**src/sv/ltr_pkg.sv**
```systemverilog
// ----------------------------------------------------------------------------
// ltr_pkg: shared constants
// Field widths, command codes, register indexes and scratch bank codes for
// the linear recurrence n-th term core.
// ----------------------------------------------------------------------------
`default_nettype none

package ltr_pkg;

  localparam int unsigned DW      = 31;  // value width
  localparam int unsigned NW      = 63;  // term index width
  localparam int unsigned CMD_W   = 2;
  localparam int unsigned EIDX_W  = 4;
  localparam int unsigned ORD_W   = 5;
  localparam int unsigned CFG_AW  = 1;
  localparam int unsigned TOP_BIT = 62;

  localparam logic [CMD_W-1:0] CMD_WR_COEF = 2'd0;
  localparam logic [CMD_W-1:0] CMD_WR_INIT = 2'd1;
  localparam logic [CMD_W-1:0] CMD_COMPUTE = 2'd2;

  localparam logic [CFG_AW-1:0] REG_MODULUS = 1'd0;
  localparam logic [CFG_AW-1:0] REG_ORDER   = 1'd1;

  localparam logic [DW-1:0]    MODULUS_RESET = 31'd1000000007;
  localparam logic [ORD_W-1:0] ORDER_RESET   = 5'd1;

  // scratch memory banks
  localparam logic [2:0] BANK_RAWC = 3'd0;
  localparam logic [2:0] BANK_RAWA = 3'd1;
  localparam logic [2:0] BANK_RC   = 3'd2;
  localparam logic [2:0] BANK_RA   = 3'd3;
  localparam logic [2:0] BANK_W    = 3'd4;
  localparam logic [2:0] BANK_S    = 3'd5;
  localparam logic [2:0] BANK_P    = 3'd6;
  localparam logic [2:0] BANK_MISC = 3'd7;

  // slots in the misc bank
  localparam int unsigned MISC_ZERO = 0;
  localparam int unsigned MISC_ONE  = 1;
  localparam int unsigned MISC_TOP  = 2;
  localparam int unsigned MISC_ACC  = 3;

endpackage

`default_nettype wire

```
**src/sv/ltr_modmul.sv**
```systemverilog
// ----------------------------------------------------------------------------
// ltr_modmul: serial modular multiply-add
// Computes (a * b + c) mod m, one bit of a per cycle; b and c below m.
// ----------------------------------------------------------------------------
`default_nettype none

module ltr_modmul (
  input  wire logic                   clk_i,
  input  wire logic                   rst_ni,
  input  wire logic                   start_i,
  input  wire logic [ltr_pkg::DW-1:0] a_i,
  input  wire logic [ltr_pkg::DW-1:0] b_i,
  input  wire logic [ltr_pkg::DW-1:0] c_i,
  input  wire logic [ltr_pkg::DW-1:0] m_i,
  output logic                        done_o,
  output logic      [ltr_pkg::DW-1:0] res_o
);

  localparam int unsigned DW = ltr_pkg::DW;
  localparam int unsigned CW = $clog2(DW);
  localparam logic [CW-1:0] LAST = CW'(DW - 1);

  logic          busy_q, fin_q, done_q;
  logic [CW-1:0] cnt_q;
  logic [DW-1:0] a_q, b_q, c_q, r_q;
  logic [DW:0]   dbl, dbl_r, add, add_r, fsum, fsum_r;

  always_comb begin
    dbl    = {r_q, 1'b0};
    dbl_r  = (dbl >= {1'b0, m_i}) ? dbl - {1'b0, m_i} : dbl;
    add    = dbl_r + {1'b0, b_q};
    add_r  = (add >= {1'b0, m_i}) ? add - {1'b0, m_i} : add;
    fsum   = {1'b0, r_q} + {1'b0, c_q};
    fsum_r = (fsum >= {1'b0, m_i}) ? fsum - {1'b0, m_i} : fsum;
  end

  always_ff @(posedge clk_i or negedge rst_ni) begin
    if (!rst_ni) begin
      busy_q <= 1'b0;
      fin_q  <= 1'b0;
      done_q <= 1'b0;
      cnt_q  <= '0;
    end else begin
      done_q <= 1'b0;
      if (start_i) begin
        busy_q <= 1'b1;
        fin_q  <= 1'b0;
        cnt_q  <= '0;
      end else if (busy_q) begin
        if (fin_q) begin
          busy_q <= 1'b0;
          fin_q  <= 1'b0;
          done_q <= 1'b1;
        end else if (cnt_q == LAST) begin
          fin_q <= 1'b1;
        end else begin
          cnt_q <= cnt_q + CW'(1);
        end
      end
    end
  end

  always_ff @(posedge clk_i) begin
    if (start_i) begin
      a_q <= a_i;
      b_q <= b_i;
      c_q <= c_i;
      r_q <= '0;
    end else if (busy_q) begin
      if (fin_q) begin
        r_q <= fsum_r[DW-1:0];
      end else begin
        // msb first: r = 2r + bit*b
        r_q <= a_q[DW-1] ? add_r[DW-1:0] : dbl_r[DW-1:0];
        a_q <= {a_q[DW-2:0], 1'b0};
      end
    end
  end

  assign done_o = done_q;
  assign res_o  = r_q;

endmodule

`default_nettype wire

```
**config.mk**
```make
export PLATFORM = sky130hd
export DESIGN_NAME = ltr_modmul
export DESIGN_NICKNAME = d
export VERILOG_FILES = /design/src/sv/ltr_pkg.sv /design/src/sv/ltr_modmul.sv
export SDC_FILE = /design/constraint.sdc
export NUM_CORES = 1
export LEC_CHECK = 0
export BUFFER_PORTS_ARGS = -buffer_cell sky130_fd_sc_hd__buf_2
export CAP_MARGIN = 10
export CORE_ASPECT_RATIO = 0.8
export CORE_MARGIN = 5
export CORE_UTILIZATION = 25
export DETAILED_ROUTE_END_ITERATION = 8
export SYNTH_ARGS = -nofsm -noshare
export SYNTH_HDL_FRONTEND = slang
export SYNTH_SLANG_ARGS = --single-unit
export TNS_END_PERCENT = 100
```
**constraint.sdc**
```tcl
create_clock -name clk_i -period 14.5 [get_ports clk_i]
set_input_delay 2.9 -clock clk_i [delete_from_list [all_inputs] [get_ports clk_i]]
set_output_delay 2.9 -clock clk_i [all_outputs]
set_load 0.03 [all_outputs]
```
==> flow_summary.ini <==
[grt]
use_met3_pct = 3.26
met2_usage_pct = 24.4
use_met1_pct = 23.7
grt_pass1_vias = 12400
grt_max_degree = 60
top_usage_layer = met2
grt_usage_pct = 16.5
grt_pass1_wl_um = 75300
gr-total-overflow = 0
grt_antenna_before_repair = 2

[route]
drtAntennaViolNets = 0
drc = 0
drt_iter0_drc = 1044
avgRoutedWirePerCell_um = 20.3
drt_wl_total_um = 51300
vias_per_cell = 5.27
vias = 13300
dr.pass1.iters = 5

[clocking]
cts-buffers-inserted = 17
path_clk_slew_ps = 70
cts_sinks = 132
cts_buffer_depth = 2
cts-resized-gates = 0
cts_hold_buf = 0
clock_latency_ps = 500
postCtsSetupRepairBufs = 0
htree_levels = 4
root_buffer = clkbuf_16
cts_tree = built

[min_path]
min_path_cells = 2
hold_end = cnt_q[4]$_DFFE_PN0P_
hp-start = cnt_q[4]$_DFFE_PN0P_
hp-class = flip-flop to flip-flop

[floorplanning]
die_x_um = 273
core-area_um2 = 55000
initial_utilization_pct = 25.2
rows = 77
die_h_um = 220
io_pins = 159
dieArea_um2 = 60200

[job]
maxCapViolations = 0

[logic_synthesis]
yosysTopAreaCellShare_pct = 20.2
yosysUniqueCellTypes = 78
syn_nets = 1916
synth_top_area_cell = edfxtp_1
ys_seq_area_share_pct = 26.1
ys_warn_count = 0
synthTopCellsByArea = edfxtp_1 20%, ha_1 14%, a21oi_1 6.1%
synth_edf_count = 93
async_flop_share_pct = 6.06
synth_area_per_cell_um2 = 8.50
synthCells = 1627
synth-seq-cells = 132
ys.flop_type = edfxtp_1
syn-cell-area_um2 = 13800

[critical_path]
slowest_delay_ps = 690
critical_path_class = input port to flip-flop
timing.rr.end = res_o[30]$_SDFFE_PP0P_
r2r_cells = 31
path_delay_family = compound AO/OA/AOI/OAI gates
reg2reg_slack_ps = 5160
critPathCaptureType = flip-flop
critPathBufInv = 4
crit_top_cell = a21oi_1
cp.arrival_ps = 11720
cpMaxStageDelayCell = a31oi_4
cp.required_ps = 14850
start_kind = input port
timing.rr.start = res_o[11]$_SDFFE_PP0P_
crit_fanout = 43

[sta]
finalHoldViolations = 0
slew_viol_final = 0
max_freq_ghz = 0.0879
setup_viol = 0
slew_headroom_pct = 18.7
fin_worst_skew_ps = 9.82
tns_ps = 0
fin_crit_sh_pct = 78.4
worst_pin_slew_ps = 1210
period_minus_slack_ps = 11370
rsz0062_at_grt = false

[final_layout]
final_common_cell = a21oi_1
most-common-layout-cells = 169 x a21oi_1, 157 x ha_1, 157 x buf_2
finalNetCount = 2053
drive_above_1_share_pct = 14.9
syn2layout_area_growth_pct = 16.1

[outcome]
status = finished clean

[place]
portBuffers = 158
hpwl_um = 41100
gp_congestion = 0.923
[metrics by stage]
step,std cells,util (%),worst slack (ps),area (um2),hold WS (ps)
final,2528,29.2,3130,16100,545
after detailed placement,2495,28.1,2870,15400,531
after global routing,2528,29.2,2460,16100,563
after global placement,2495,28.1,2980,15400,519
after CTS,2527,29.2,3330,16100,544
after floorplan,1627,-,4780,13800,498
[Yosys cell counts (20+ instances only)]
cell type,instances
a21oi_1,169
ha_1,157
nand2_1,139
nor2_1,116
o21ai_0,115
edfxtp_1,93
xnor2_1,82
inv_1,81
a21o_1,73
xor2_1,48
mux2_2,41
clkbuf_1,40
nand3_1,32
dfxtp_1,31
nor3_1,28
o21a_1,26
nand2b_1,24
a211oi_1,23
nand4_1,22
mux2i_1,21
o211ai_1,20
[worst register-to-register path, delay by kind of cell (launching register included)]
family / cells / cell delay, ps
multiplexers: 2 / 580
flip-flops: 1 / 630
adder cells (fa/ha/maj): 3 / 1150
buffers and inverters: 2 / 940
AO/OA/AOI/OAI: 19 / 4620
XOR/XNOR: 1 / 320
AND/OR/NAND/NOR: 4 / 940
[registers in the layout, indices dropped and copies added (netlist names)]
name / flops
b_q: 31
cnt_q: 5
c_q: 31
done_o: 1
a_q: 31
fin_q: 1
busy_q: 1
res_o: 31
[per-layer routing]
| metal | wire, um | part of all wire [%] | vias to the layer above |
|---|---|---|---|
| li1 | - | - | 6393 |
| met1 | 24700 | 48 | 6331 |
| met2 | 21400 | 42 | 533 |
| met3 | 3630 | 7.1 | 63 |
| met4 | 1470 | 2.9 | 2 |
| met5 | 7 | 0.014 | - |
[worst max path at each step]
stage	from	endpoint	slack, ps	cells past startpoint
after CTS	m_i[12]	res_o[26]$_SDFFE_PP0P_	3330	33
after global placement	m_i[12]	res_o[26]$_SDFFE_PP0P_	2980	32
final	m_i[1]	res_o[30]$_SDFFE_PP0P_	3130	33
after global routing	m_i[12]	res_o[26]$_SDFFE_PP0P_	2460	33
after floorplan	m_i[23]	res_o[10]$_SDFFE_PP0P_	4780	32
after detailed placement	m_i[12]	res_o[30]$_SDFFE_PP0P_	2870	32
[cells by family after synthesis]
| logic type | count (synthesis) | synth area share, % |
|---|---|---|
| DFF | 132 | 26.1 |
| xor gates and xnor gates | 131 | 8.35 |
| adders and majority gates | 162 | 14.9 |
| and+or+nand+nor | 434 | 14.8 |
| muxes | 64 | 5.10 |
| AOI/OAI and AO/OA | 573 | 26.9 |
| buffers and inverters | 131 | 3.80 |
[cell type report]
class	count	area [um2]
Timing Repair Buffer	168	868
Fill cell	5780	38900
Sequential cell	132	3610
Antenna cell	1	2.50
Inverter	81	304
Tap cell	750	938
Clock buffer	17	425
Clock inverter	15	200
Multi-Input combinational cell	1364	9710
Power is not shown: default switching activity piles up to over one toggle a cycle in this logic, so the estimate is an artifact.
